==> config.mk <==
export PLATFORM = sky130hd
export DESIGN_NAME = source_text_tokenizer
export DESIGN_NICKNAME = d
export VERILOG_FILES = /design/src/hw/rtl/stt_pkg.sv /design/src/hw/rtl/source_text_tokenizer.sv /design/src/hw/rtl/stt_scan.sv /design/src/hw/rtl/stt_result_queue.sv
export SDC_FILE = /design/constraint.sdc
export NUM_CORES = 2
export LEC_CHECK = 0
export BUFFER_PORTS_ARGS = -buffer_cell sky130_fd_sc_hd__buf_2
export CAP_MARGIN = 30
export CORE_ASPECT_RATIO = 0.9
export CORE_MARGIN = 10
export CORE_UTILIZATION = 35
export DETAILED_ROUTE_END_ITERATION = 8
export SKIP_LAST_GASP = 1
export SYNTH_ARGS = -nofsm -noshare
export SYNTH_HDL_FRONTEND = slang
export SYNTH_SLANG_ARGS = --single-unit
==> constraint.sdc <==
create_clock -name clk -period 12.4 [get_ports clk]
set_input_delay 0.62 -clock clk [delete_from_list [all_inputs] [get_ports clk]]
set_output_delay 0.62 -clock clk [all_outputs]
set_load 0.03 [all_outputs]
==> src/hw/rtl/stt_pkg.sv <==
// ----------------------------------------------------------------------------
// stt_pkg: shared types and constants of the source text tokenizer
// Token kind codes, the result item layout and byte-class helpers.
// ----------------------------------------------------------------------------
package stt_pkg;

  localparam int OffsetWidthDefault  = 32;
  localparam int KeywordSlotsDefault = 7;
  localparam int KeywordSlotsMax     = 7;
  localparam int KeywordWidth        = 64;
  localparam int CfgIndexWidth       = 3;
  localparam int QueueDepth          = 4;

  localparam logic [5:0] KIND_EOF        = 6'd0;
  localparam logic [5:0] KIND_ILLEGAL    = 6'd1;
  localparam logic [5:0] KIND_IDENT      = 6'd2;
  localparam logic [5:0] KIND_NUMBER     = 6'd3;
  localparam logic [5:0] KIND_STRING     = 6'd4;
  localparam logic [5:0] KIND_ESCSTRING  = 6'd5;
  localparam logic [5:0] KIND_OPENSTRING = 6'd6;
  localparam logic [5:0] KIND_ASSIGN     = 6'd7;
  localparam logic [5:0] KIND_EQUAL      = 6'd8;
  localparam logic [5:0] KIND_BANG       = 6'd9;
  localparam logic [5:0] KIND_NOTEQUAL   = 6'd10;
  localparam logic [5:0] KIND_PLUS       = 6'd11;
  localparam logic [5:0] KIND_MINUS      = 6'd12;
  localparam logic [5:0] KIND_STAR       = 6'd13;
  localparam logic [5:0] KIND_SLASH      = 6'd14;
  localparam logic [5:0] KIND_LESS       = 6'd15;
  localparam logic [5:0] KIND_GREATER    = 6'd16;
  localparam logic [5:0] KIND_COLON      = 6'd17;
  localparam logic [5:0] KIND_SEMI       = 6'd18;
  localparam logic [5:0] KIND_LPAREN     = 6'd19;
  localparam logic [5:0] KIND_RPAREN     = 6'd20;
  localparam logic [5:0] KIND_LBRACE     = 6'd21;
  localparam logic [5:0] KIND_RBRACE     = 6'd22;
  localparam logic [5:0] KIND_LBRACKET   = 6'd23;
  localparam logic [5:0] KIND_RBRACKET   = 6'd24;
  localparam logic [5:0] KIND_COMMA      = 6'd25;
  localparam logic [5:0] KIND_KEYWORD    = 6'd26;

  localparam logic [7:0] CH_EQUAL  = 8'h3D;
  localparam logic [7:0] CH_BANG   = 8'h21;
  localparam logic [7:0] CH_QUOTE  = 8'h22;
  localparam logic [7:0] CH_BSLASH = 8'h5C;
  localparam logic [7:0] CH_UNDER  = 8'h5F;
  localparam logic [7:0] CH_T      = 8'h74;
  localparam logic [7:0] CH_N      = 8'h6E;

  typedef struct packed {
    logic [5:0]  kind;
    logic [31:0] start;
    logic [31:0] length;
    logic        last;
  } result_t;

  typedef struct packed {
    logic [1:0]        count;
    result_t [1:0]     results;
  } scan_out_t;

  function automatic logic is_digit(input logic [7:0] b);
    return (b >= 8'h30) && (b <= 8'h39);
  endfunction

  function automatic logic is_letter(input logic [7:0] b);
    return ((b >= 8'h61) && (b <= 8'h7A)) || ((b >= 8'h41) && (b <= 8'h5A));
  endfunction

  function automatic logic is_space(input logic [7:0] b);
    return (b == 8'h20) || ((b >= 8'h09) && (b <= 8'h0D));
  endfunction

  function automatic logic is_word(input logic [7:0] b);
    return (b == CH_UNDER) || is_letter(b) || is_digit(b);
  endfunction

  function automatic logic [5:0] punct_kind(input logic [7:0] b);
    logic [5:0] k;
    case (b)
      8'h2B: k = KIND_PLUS;
      8'h2D: k = KIND_MINUS;
      8'h2A: k = KIND_STAR;
      8'h2F: k = KIND_SLASH;
      8'h3C: k = KIND_LESS;
      8'h3E: k = KIND_GREATER;
      8'h3A: k = KIND_COLON;
      8'h3B: k = KIND_SEMI;
      8'h28: k = KIND_LPAREN;
      8'h29: k = KIND_RPAREN;
      8'h7B: k = KIND_LBRACE;
      8'h7D: k = KIND_RBRACE;
      8'h5B: k = KIND_LBRACKET;
      8'h5D: k = KIND_RBRACKET;
      8'h2C: k = KIND_COMMA;
      default: k = KIND_ILLEGAL;
    endcase
    return k;
  endfunction

endpackage

==> src/hw/rtl/source_text_tokenizer.sv <==
// ----------------------------------------------------------------------------
// source_text_tokenizer: streaming source text tokenizer with keyword match
// Takes one source byte per cycle (one item each clock while out_ready
// holds) and emits tokens of kind, start offset and length. A byte that
// closes a pending token and forms a token of its own gives two results,
// which leave the queue one at a time; input is taken while the four-entry
// result queue has room for two results, so items that give at most one
// result each run at one per cycle. Keywords are compared in parallel
// against the identifier buffer; results are registered in the queue.
// ----------------------------------------------------------------------------
module source_text_tokenizer
  import stt_pkg::*;
#(
  parameter int OFFSET_WIDTH  = OffsetWidthDefault,
  parameter int KEYWORD_SLOTS = KeywordSlotsDefault
) (
  input  logic                     clk,
  input  logic                     rst,
  input  logic                     cfg_write,
  input  logic [CfgIndexWidth-1:0] cfg_index,
  input  logic [KeywordWidth-1:0]  cfg_data,
  input  logic                     in_valid,
  output logic                     in_ready,
  input  logic                     func,
  input  logic [7:0]               data_byte,
  output logic                     out_valid,
  input  logic                     out_ready,
  output logic [5:0]               token_code,
  output logic [31:0]              token_start,
  output logic [31:0]              token_length,
  output logic                     last_of_run
);

  logic [KeywordWidth-1:0] keyword [KEYWORD_SLOTS];
  logic                    accept;
  scan_out_t               scan_out;
  result_t                 head;

  always_ff @(posedge clk) begin
    if (rst) begin
      for (int i = 0; i < KEYWORD_SLOTS; i++) begin
        keyword[i] <= '0;
      end
    end else if (cfg_write) begin
      for (int i = 0; i < KEYWORD_SLOTS; i++) begin
        if (cfg_index == CfgIndexWidth'(i)) begin
          keyword[i] <= cfg_data;
        end
      end
    end
  end

  assign accept = in_valid && in_ready;

  stt_scan #(
    .OFFSET_WIDTH  (OFFSET_WIDTH),
    .KEYWORD_SLOTS (KEYWORD_SLOTS)
  ) u_scan (
    .clk       (clk),
    .rst       (rst),
    .accept    (accept),
    .func      (func),
    .data_byte (data_byte),
    .keyword   (keyword),
    .scan_out  (scan_out)
  );

  stt_result_queue u_queue (
    .clk        (clk),
    .rst        (rst),
    .push       (accept),
    .push_data  (scan_out),
    .pop        (out_ready),
    .room       (in_ready),
    .head_valid (out_valid),
    .head       (head)
  );

  assign token_code   = head.kind;
  assign token_start  = head.start;
  assign token_length = head.length;
  assign last_of_run  = head.last;

endmodule

==> src/hw/rtl/stt_scan.sv <==
// ----------------------------------------------------------------------------
// stt_scan: scanner state and token decision
// Holds the scan state and turns one accepted item into up to two results.
// ----------------------------------------------------------------------------
module stt_scan
  import stt_pkg::*;
#(
  parameter int OFFSET_WIDTH  = OffsetWidthDefault,
  parameter int KEYWORD_SLOTS = KeywordSlotsDefault
) (
  input  logic                    clk,
  input  logic                    rst,
  input  logic                    accept,
  input  logic                    func,
  input  logic [7:0]              data_byte,
  input  logic [KeywordWidth-1:0] keyword [KEYWORD_SLOTS],
  output scan_out_t               scan_out
);

  typedef enum logic [6:0] {
    M_IDLE   = 7'b0000001,
    M_IDENT  = 7'b0000010,
    M_NUMBER = 7'b0000100,
    M_STRING = 7'b0001000,
    M_STRBS  = 7'b0010000,
    M_EQ     = 7'b0100000,
    M_BANG   = 7'b1000000
  } mode_t;

  localparam logic [OFFSET_WIDTH-1:0] OfsOne   = OFFSET_WIDTH'(1);
  localparam logic [OFFSET_WIDTH-1:0] OfsTwo   = OFFSET_WIDTH'(2);
  localparam logic [OFFSET_WIDTH-1:0] OfsEight = OFFSET_WIDTH'(8);

  mode_t                   mode, mode_next;
  logic [OFFSET_WIDTH-1:0] offset, offset_next;
  logic [OFFSET_WIDTH-1:0] pstart, pstart_next;
  logic [OFFSET_WIDTH-1:0] plen, plen_next;
  logic [KeywordWidth-1:0] word, word_next;
  logic                    too_long, too_long_next;
  logic                    escaped, escaped_next;

  function automatic logic [OFFSET_WIDTH-1:0] sat_inc(input logic [OFFSET_WIDTH-1:0] x);
    return (&x) ? x : x + OfsOne;
  endfunction

  function automatic logic [31:0] to32(input logic [OFFSET_WIDTH-1:0] x);
    logic [63:0] w;
    w = 64'(x);
    return w[31:0];
  endfunction

  logic [5:0] word_kind;

  always_comb begin
    word_kind = KIND_IDENT;
    if (!too_long) begin
      for (int i = 0; i < KEYWORD_SLOTS; i++) begin
        if ((keyword[i] != '0) && (keyword[i] == word)) begin
          word_kind = KIND_KEYWORD + 6'(i);
        end
      end
    end
  end

  result_t [1:0]           res;
  logic [1:0]              cnt;
  logic                    start_tok;
  logic                    str_byte;
  logic                    do_flush;
  logic [5:0]              fl_kind;
  logic [OFFSET_WIDTH-1:0] fl_len;
  logic                    fl_hit;
  logic [OFFSET_WIDTH-1:0] plen_inc;

  always_comb begin
    fl_hit  = 1'b1;
    fl_kind = KIND_IDENT;
    fl_len  = plen;
    case (mode)
      M_IDENT:  fl_kind = word_kind;
      M_NUMBER: fl_kind = KIND_NUMBER;
      M_STRING: fl_kind = KIND_OPENSTRING;
      M_STRBS:  fl_kind = KIND_OPENSTRING;
      M_EQ: begin
        fl_kind = KIND_ASSIGN;
        fl_len  = OfsOne;
      end
      M_BANG: begin
        fl_kind = KIND_BANG;
        fl_len  = OfsOne;
      end
      default: fl_hit = 1'b0;
    endcase
  end

  always_comb begin
    mode_next     = mode;
    offset_next   = offset;
    pstart_next   = pstart;
    plen_next     = plen;
    word_next     = word;
    too_long_next = too_long;
    escaped_next  = escaped;
    res           = '0;
    cnt           = 2'd0;
    start_tok     = 1'b0;
    str_byte      = 1'b0;
    do_flush      = 1'b0;
    plen_inc      = sat_inc(plen);

    if (func) begin
      if (fl_hit) begin
        res[0] = '{kind: fl_kind, start: to32(pstart), length: to32(fl_len), last: 1'b0};
        cnt    = 2'd1;
      end
      res[cnt[0]] = '{kind: KIND_EOF, start: to32(offset), length: 32'd0, last: 1'b0};
      cnt         = cnt + 2'd1;
      mode_next   = M_IDLE;
      offset_next = '0;
    end else begin
      offset_next = sat_inc(offset);
      case (mode)
        M_IDENT: begin
          if (is_word(data_byte)) begin
            if (plen < OfsEight) begin
              for (int i = 0; i < 8; i++) begin
                if (plen[2:0] == 3'(i)) begin
                  word_next[8*i +: 8] = word[8*i +: 8] | data_byte;
                end
              end
            end else begin
              too_long_next = 1'b1;
            end
            plen_next = plen_inc;
          end else begin
            do_flush  = 1'b1;
            start_tok = 1'b1;
          end
        end
        M_NUMBER: begin
          if (is_digit(data_byte)) begin
            plen_next = plen_inc;
          end else begin
            do_flush  = 1'b1;
            start_tok = 1'b1;
          end
        end
        M_STRING: str_byte = 1'b1;
        M_STRBS: begin
          if ((data_byte == CH_BSLASH) || (data_byte == CH_QUOTE) ||
              (data_byte == CH_T) || (data_byte == CH_N)) begin
            plen_next    = plen_inc;
            escaped_next = 1'b1;
            mode_next    = M_STRING;
          end else begin
            str_byte = 1'b1;
          end
        end
        M_EQ, M_BANG: begin
          if (data_byte == CH_EQUAL) begin
            res[0] = '{kind: (mode == M_EQ) ? KIND_EQUAL : KIND_NOTEQUAL,
                       start: to32(pstart), length: to32(OfsTwo), last: 1'b0};
            cnt       = 2'd1;
            mode_next = M_IDLE;
          end else begin
            do_flush  = 1'b1;
            start_tok = 1'b1;
          end
        end
        default: start_tok = 1'b1;
      endcase

      if (do_flush && fl_hit) begin
        res[0] = '{kind: fl_kind, start: to32(pstart), length: to32(fl_len), last: 1'b0};
        cnt    = 2'd1;
      end

      if (str_byte) begin
        plen_next = plen_inc;
        if (data_byte == CH_QUOTE) begin
          res[0] = '{kind: escaped ? KIND_ESCSTRING : KIND_STRING,
                     start: to32(pstart), length: to32(plen_inc), last: 1'b0};
          cnt       = 2'd1;
          mode_next = M_IDLE;
        end else if (data_byte == CH_BSLASH) begin
          mode_next = M_STRBS;
        end else begin
          mode_next = M_STRING;
        end
      end

      if (start_tok) begin
        mode_next   = M_IDLE;
        pstart_next = offset;
        plen_next   = OfsOne;
        if (is_space(data_byte)) begin
          mode_next = M_IDLE;
        end else if (data_byte == CH_EQUAL) begin
          mode_next = M_EQ;
        end else if (data_byte == CH_BANG) begin
          mode_next = M_BANG;
        end else if (data_byte == CH_QUOTE) begin
          mode_next    = M_STRING;
          escaped_next = 1'b0;
        end else if (is_digit(data_byte)) begin
          mode_next = M_NUMBER;
        end else if (is_word(data_byte)) begin
          mode_next     = M_IDENT;
          word_next     = KeywordWidth'(data_byte);
          too_long_next = 1'b0;
        end else begin
          res[cnt[0]] = '{kind: punct_kind(data_byte), start: to32(offset),
                          length: 32'd1, last: 1'b0};
          cnt         = cnt + 2'd1;
        end
      end
    end

    if (cnt == 2'd1) begin
      res[0].last = 1'b1;
    end else if (cnt == 2'd2) begin
      res[1].last = 1'b1;
    end
  end

  assign scan_out.count   = cnt;
  assign scan_out.results = res;

  always_ff @(posedge clk) begin
    if (rst) begin
      mode     <= M_IDLE;
      offset   <= '0;
      pstart   <= '0;
      plen     <= '0;
      word     <= '0;
      too_long <= 1'b0;
      escaped  <= 1'b0;
    end else if (accept) begin
      mode     <= mode_next;
      offset   <= offset_next;
      pstart   <= pstart_next;
      plen     <= plen_next;
      word     <= word_next;
      too_long <= too_long_next;
      escaped  <= escaped_next;
    end
  end

`ifndef SYNTHESIS
  a_eof_clears: assert property (@(posedge clk) disable iff (rst)
    accept && func |=> (mode == M_IDLE) && (offset == '0))
    else $error("end of input did not clear scan state");

  a_eof_last: assert property (@(posedge clk) disable iff (rst)
    accept && func |-> (cnt != 2'd0) && (res[cnt[0] ^ 1'b1].kind == KIND_EOF))
    else $error("end of input did not end with eof token");
`endif

endmodule

==> src/hw/rtl/stt_result_queue.sv <==
// ----------------------------------------------------------------------------
// stt_result_queue: result item queue
// Takes up to two result items per cycle and hands out one per cycle while pop is held.
// ----------------------------------------------------------------------------
module stt_result_queue
  import stt_pkg::*;
(
  input  logic      clk,
  input  logic      rst,
  input  logic      push,
  input  scan_out_t push_data,
  input  logic      pop,
  output logic      room,
  output logic      head_valid,
  output result_t   head
);

  localparam int PtrWidth   = $clog2(QueueDepth);
  localparam int CountWidth = $clog2(QueueDepth + 1);
  localparam logic [CountWidth-1:0] RoomLimit = CountWidth'(QueueDepth - 2);
  localparam logic [CountWidth-1:0] FullCount = CountWidth'(QueueDepth);

  result_t               mem [QueueDepth];
  logic [PtrWidth-1:0]   wr_ptr, rd_ptr;
  logic [CountWidth-1:0] count, count_next;
  logic [1:0]            push_n;
  logic                  do_pop;

  assign push_n     = push ? push_data.count : 2'd0;
  assign do_pop     = pop && (count != '0);
  assign room       = (count <= RoomLimit);
  assign head_valid = (count != '0);
  assign head       = mem[rd_ptr];
  assign count_next = count + CountWidth'(push_n) - CountWidth'(do_pop);

  always_ff @(posedge clk) begin
    if (push_n != 2'd0) begin
      mem[wr_ptr] <= push_data.results[0];
    end
    if (push_n == 2'd2) begin
      mem[wr_ptr + PtrWidth'(1)] <= push_data.results[1];
    end
  end

  always_ff @(posedge clk) begin
    if (rst) begin
      wr_ptr <= '0;
      rd_ptr <= '0;
      count  <= '0;
    end else begin
      wr_ptr <= wr_ptr + PtrWidth'(push_n);
      rd_ptr <= rd_ptr + PtrWidth'(do_pop);
      count  <= count_next;
    end
  end

`ifndef SYNTHESIS
  a_no_overflow: assert property (@(posedge clk) disable iff (rst)
    count <= FullCount)
    else $error("result queue overflow");

  a_push_room: assert property (@(posedge clk) disable iff (rst)
    push |-> room)
    else $error("item taken without room for its results");

  a_count_track: assert property (@(posedge clk) disable iff (rst)
    (push_n == 2'd0) && !do_pop |=> $stable(count))
    else $error("queue count moved without push or pop");
`endif

endmodule
==> metrics.md <==
| Metric | Value |
|---|---|
| Cells on worst reg2reg path | `12` |
| Area delta synth->final | `12.9%` |
| Outcome | `finished clean` |
| Register share of total power | `0.436` |
| Highest clock rate | `187 MHz` |
| Initial antenna violation count | `12` |
| Synth top area cells | `dfxtp_1 28%, edfxtp_1 19%, nand2_1 9.0%` |
| Reg2reg start | `u_scan.mode[2]$_SDFFE_PP0P_` |
| # resized after CTS | `0` |
| Avg Cell Area, Syn | `9.00 sq um` |
| Clock root buffer | `clkbuf_16` |
| Io pins | `154` |
| Post-CTS setup buffer count | `0` |
| Initial core utilization | `0.353` |
| Combinational Power Share | `0.166` |
| Share of the synthesized area in the top cell type | `0.284` |
| Cell Rows | `123` |
| WL final | `roughly 170,000 um` |
| Slew Limit Fails | `0` |
| Post-Synthesis Cells | `4,897` |
| Via-per-instance ratio | `roughly 5.7` |
| Worst min path class | `in -> reg` |
| Sink Count | `908` |
| RSZ-0062 raised after global routing | `false` |
| Cell Int Power | `0.00529 W` |
| Residual DRC count | `0` |
| Crit path time final | `5.35 ns` |
| Crit end category | `flop` |
| Layout cell share with drive strength beyond 1 | `0.111` |
| Post-synthesis sequential area ratio | `0.477` |
| Fin Clk Skew | `0.0263 ns` |
| Die H | `~360 um` |
| Clk pin slew, worst setup/hold paths | `0.07 ns` |
| Synth Cell Area | `0.0441 sq mm` |
| Crit path launch type | `flop` |
| Total gr overflow | `0` |
| Yosys reg bits | `908` |
| Max-cap violation count | `0` |
| Post-Route M1 WL | `approximately 70,000 um` |
| Crit Path Max Fanout | `53` |
| Synth warn | `0` |
| Switching power | `0.00225 W` |
| Total number of vias | `37,999` |
| Worst hold start | `cfg_data[60]` |
| WP data required | `12.74 ns` |
| Worst slew margin | `0.209` |
| TritonCTS Buffers | `97` |
| TritonRoute pass-1 iters | `6` |
| Reg2reg end | `u_queue.mem[1][42]$_DFFE_PP_` |
| Yosys cell types | `82` |
| Clk_lat worst skew | `0.74 ns` |
| Data arrival time of the worst path | `5.69 ns` |
| Post-Syn Nets | `around 5,000` |
| Dominant cell type by area after synthesis | `dfxtp_1` |
| Final Setup Violations | `0` |
| H-tree depth | `3` |
| Clock tree from TritonCTS | `done` |
| Pwr Density | `152 mW/mm^2` |
| Metal3 WL | `12,400 um` |
| Final nets | `4,940` |
| PortBufs | `153` |
| Die width | `394 um` |
| Synth Flop Type | `dfxtp_1` |
| Setup TNS | `0 ns` |
| Hold-fix buffers, CTS | `0` |
| Final Hold Fails | `0` |
| R2R Setup Slk | `roughly 7 ns` |
| Largest net degree at the start of global routing | `215` |
| Final Instance Area | `between 0.04 and 0.05 sq mm` |
| DR WL/cell | `25.8 um` |
| Hold Path Sink | `keyword[316]$_SDFFE_PP0P_` |
| Period utilization | `0.432` |
| Number of global-route vias before repair | `35,649` |
| Maximum vdd drop | `0.000165 V` |
| Number of synthesized flops with an enable pin | `284` |
| DRT antenna net count | `0` |
| Placement Cell Area | `between 0.04 and 0.05 sq mm` |
| WL met2 | `80,400 um` |
| First-pass GRT wire length | `247,000 um` |
| Clk network pwr share | `0.398` |
| Design Power | `0.00754 W` |
| Lkg Pwr | `approximately 18 nW` |
| Core ar. | `0.125 sq mm` |
| Post-synth ARST share | `0` |
| Switching share of total power | `0.298` |
| Iter 0 DRT Violations | `between 4,000 and 5,000` |
| Critical path type | `reg -> reg` |
| Worst slew pin tran | `1.19 ns` |
| Die Footprint | `0.140 sq mm` |
| Post-DP HPWL | `124,000 um` |
| Total GRT Usage | `0.232` |
| DR top layer | `met4` |
| Clock Path Buffers | `3` |
| Min-Delay Path Depth | `3` |
| GP Congestion | `1.03` |
| CP Launch Point | `u_scan.mode[2]$_SDFFE_PP0P_` |
==> Yosys cell counts, drive strengths merged (11+ instances only) <==
| cell | instances |
|---|---|
| a21o | 11 |
| a21oi | 616 |
| a22oi | 12 |
| a31oi | 16 |
| a32o | 130 |
| and2 | 15 |
| and3 | 32 |
| and4 | 12 |
| buf | 26 |
| clkbuf | 379 |
| dfxtp | 624 |
| edfxtp | 284 |
| ha | 13 |
| inv | 26 |
| mux4 | 71 |
| nand2 | 1057 |
| nand3 | 48 |
| nand4 | 138 |
| nor2 | 296 |
| nor2b | 18 |
| nor3 | 50 |
| nor4 | 248 |
| o21ai | 67 |
| o31a | 17 |
| or3 | 22 |
| or4 | 28 |
| xnor2 | 171 |
| xor2 | 309 |
==> per-stage QoR <==
step / hold slack, ns / util / setup slack, ns / std cells
final: 0.248 / 0.398 / 7.05 / 6617
after floorplan: 0.460 / - / 1.35 / 4897
after global placement: 0.469 / 0.371 / 6.37 / 6426
after global routing: 0.228 / 0.398 / 6.77 / 6617
after CTS: 0.201 / 0.398 / 6.94 / 6611
after detailed placement: 0.476 / 0.371 / 6.38 / 6430
==> final cells by class <==
| class | instances | area, sq um |
|---|---|---|
| multi-input cells | 3557 | 21600 |
| well taps | 1687 | 2110 |
| clock buffers | 140 | 2810 |
| inverters | 27 | 101 |
| fillers | 12595 | 75200 |
| flip-flops and latches | 908 | 21000 |
| diodes | 3 | 7.51 |
| repair buffers | 254 | 1600 |
| clock inverters | 41 | 465 |
==> critical path: stages, from the launching register on <==
cell	delay (ns)
dfxtp_1	0.44
or4_1	0.60
or4_1	0.51
nor2_1	0.37
nor3_1	0.21
inv_1	0.12
ha_1	0.18
nor2b_1	0.27
o2111ai_4	0.32
a31oi_1	0.24
o21ai_0	0.26
nor2_4	0.57
buf_4	0.75
==> registers in the layout (all words and copies together), names as in the netlist <==
signal	cells
u_queue.rd_ptr	2
u_queue.wr_ptr	2
u_scan.pstart	32
u_scan.plen	32
u_queue.mem	284
u_scan.too_long	1
u_scan.mode	7
u_queue.count	3
u_scan.offset	32
u_scan.word	64
u_scan.escaped	1
keyword	448
==> logic make-up after synthesis <==
kind of cell / synth area share
AOI/OAI and AO/OA: 0.134
xor gates and xnor gates: 0.0954
adders and majority gates: 0.00415
buffers and inverters: 0.0370
DFF: 0.477
muxes: 0.0406
and+or+nand+nor: 0.212
==> per-layer routing <==
| layer | track usage | vias to the layer above |
|---|---|---|
| met2 | 0.384 | 1685 |
| met3 | 0.0318 | 317 |
| li1 | - | 17382 |
| met1 | 0.302 | 18615 |
| met4 | 0.103 | 0 |
| met5 | 0 | - |
==> layout by cell type (no fill, tap or decap), types with 12 or more instances in the layout <==
master / Yosys / final
inv_1: 26 / 26
nor2b_1: 18 / 17
mux4_2: 71 / 71
a21oi_1: 615 / 614
a22oi_1: 12 / 12
clkinv_2: 0 / 15
and4_1: 12 / 12
or3_1: 22 / 22
buf_2: 7 / 155
clkbuf_8: 0 / 18
nor4_1: 248 / 248
nor3_1: 50 / 48
ha_1: 13 / 13
nand4_1: 138 / 138
nand2_1: 1057 / 1053
o21ai_0: 66 / 64
and3_1: 32 / 31
a31oi_1: 16 / 16
nand3_1: 48 / 44
xnor2_1: 171 / 171
and2_1: 15 / 15
o31a_1: 17 / 17
dfxtp_1: 624 / 622
edfxtp_1: 284 / 284
or4_1: 28 / 28
nor2_1: 296 / 290
xor2_1: 309 / 309
buf_4: 0 / 93
a32o_1: 130 / 130
clkbuf_16: 0 / 99
clkbuf_1: 379 / 23
==> power groups by stage <==
| stage | clock network, W | logic, W | registers (W) |
|---|---|---|---|
| floorplan | 0 | 0.000855 | 0.00330 |
| global placement | 0 | 0.00126 | 0.00335 |
| detailed placement | 0 | 0.00125 | 0.00336 |
| CTS | 0.00305 | 0.00126 | 0.00329 |
| global route | 0.00317 | 0.00132 | 0.00330 |
| finish | 0.00300 | 0.00125 | 0.00329 |
==> how the worst max path moves through the flow <==
stage	end	slack (ns)	cells past startpoint
2_1_floorplan	u_queue.mem[0][0]$_DFFE_PP_	1.35	13
3_3_place_gp	u_queue.mem[3][12]$_SDFFCE_PP0P_	6.37	14
3_5_place_dp	u_queue.mem[3][12]$_SDFFCE_PP0P_	6.38	14
4_1_cts	u_queue.mem[3][13]$_SDFFCE_PP0P_	6.94	12
5_1_grt	u_queue.mem[1][37]$_DFFE_PP_	6.77	12
6_report	u_queue.mem[1][42]$_DFFE_PP_	7.05	12
No activity file was read; power rests on OpenSTA's default activity.
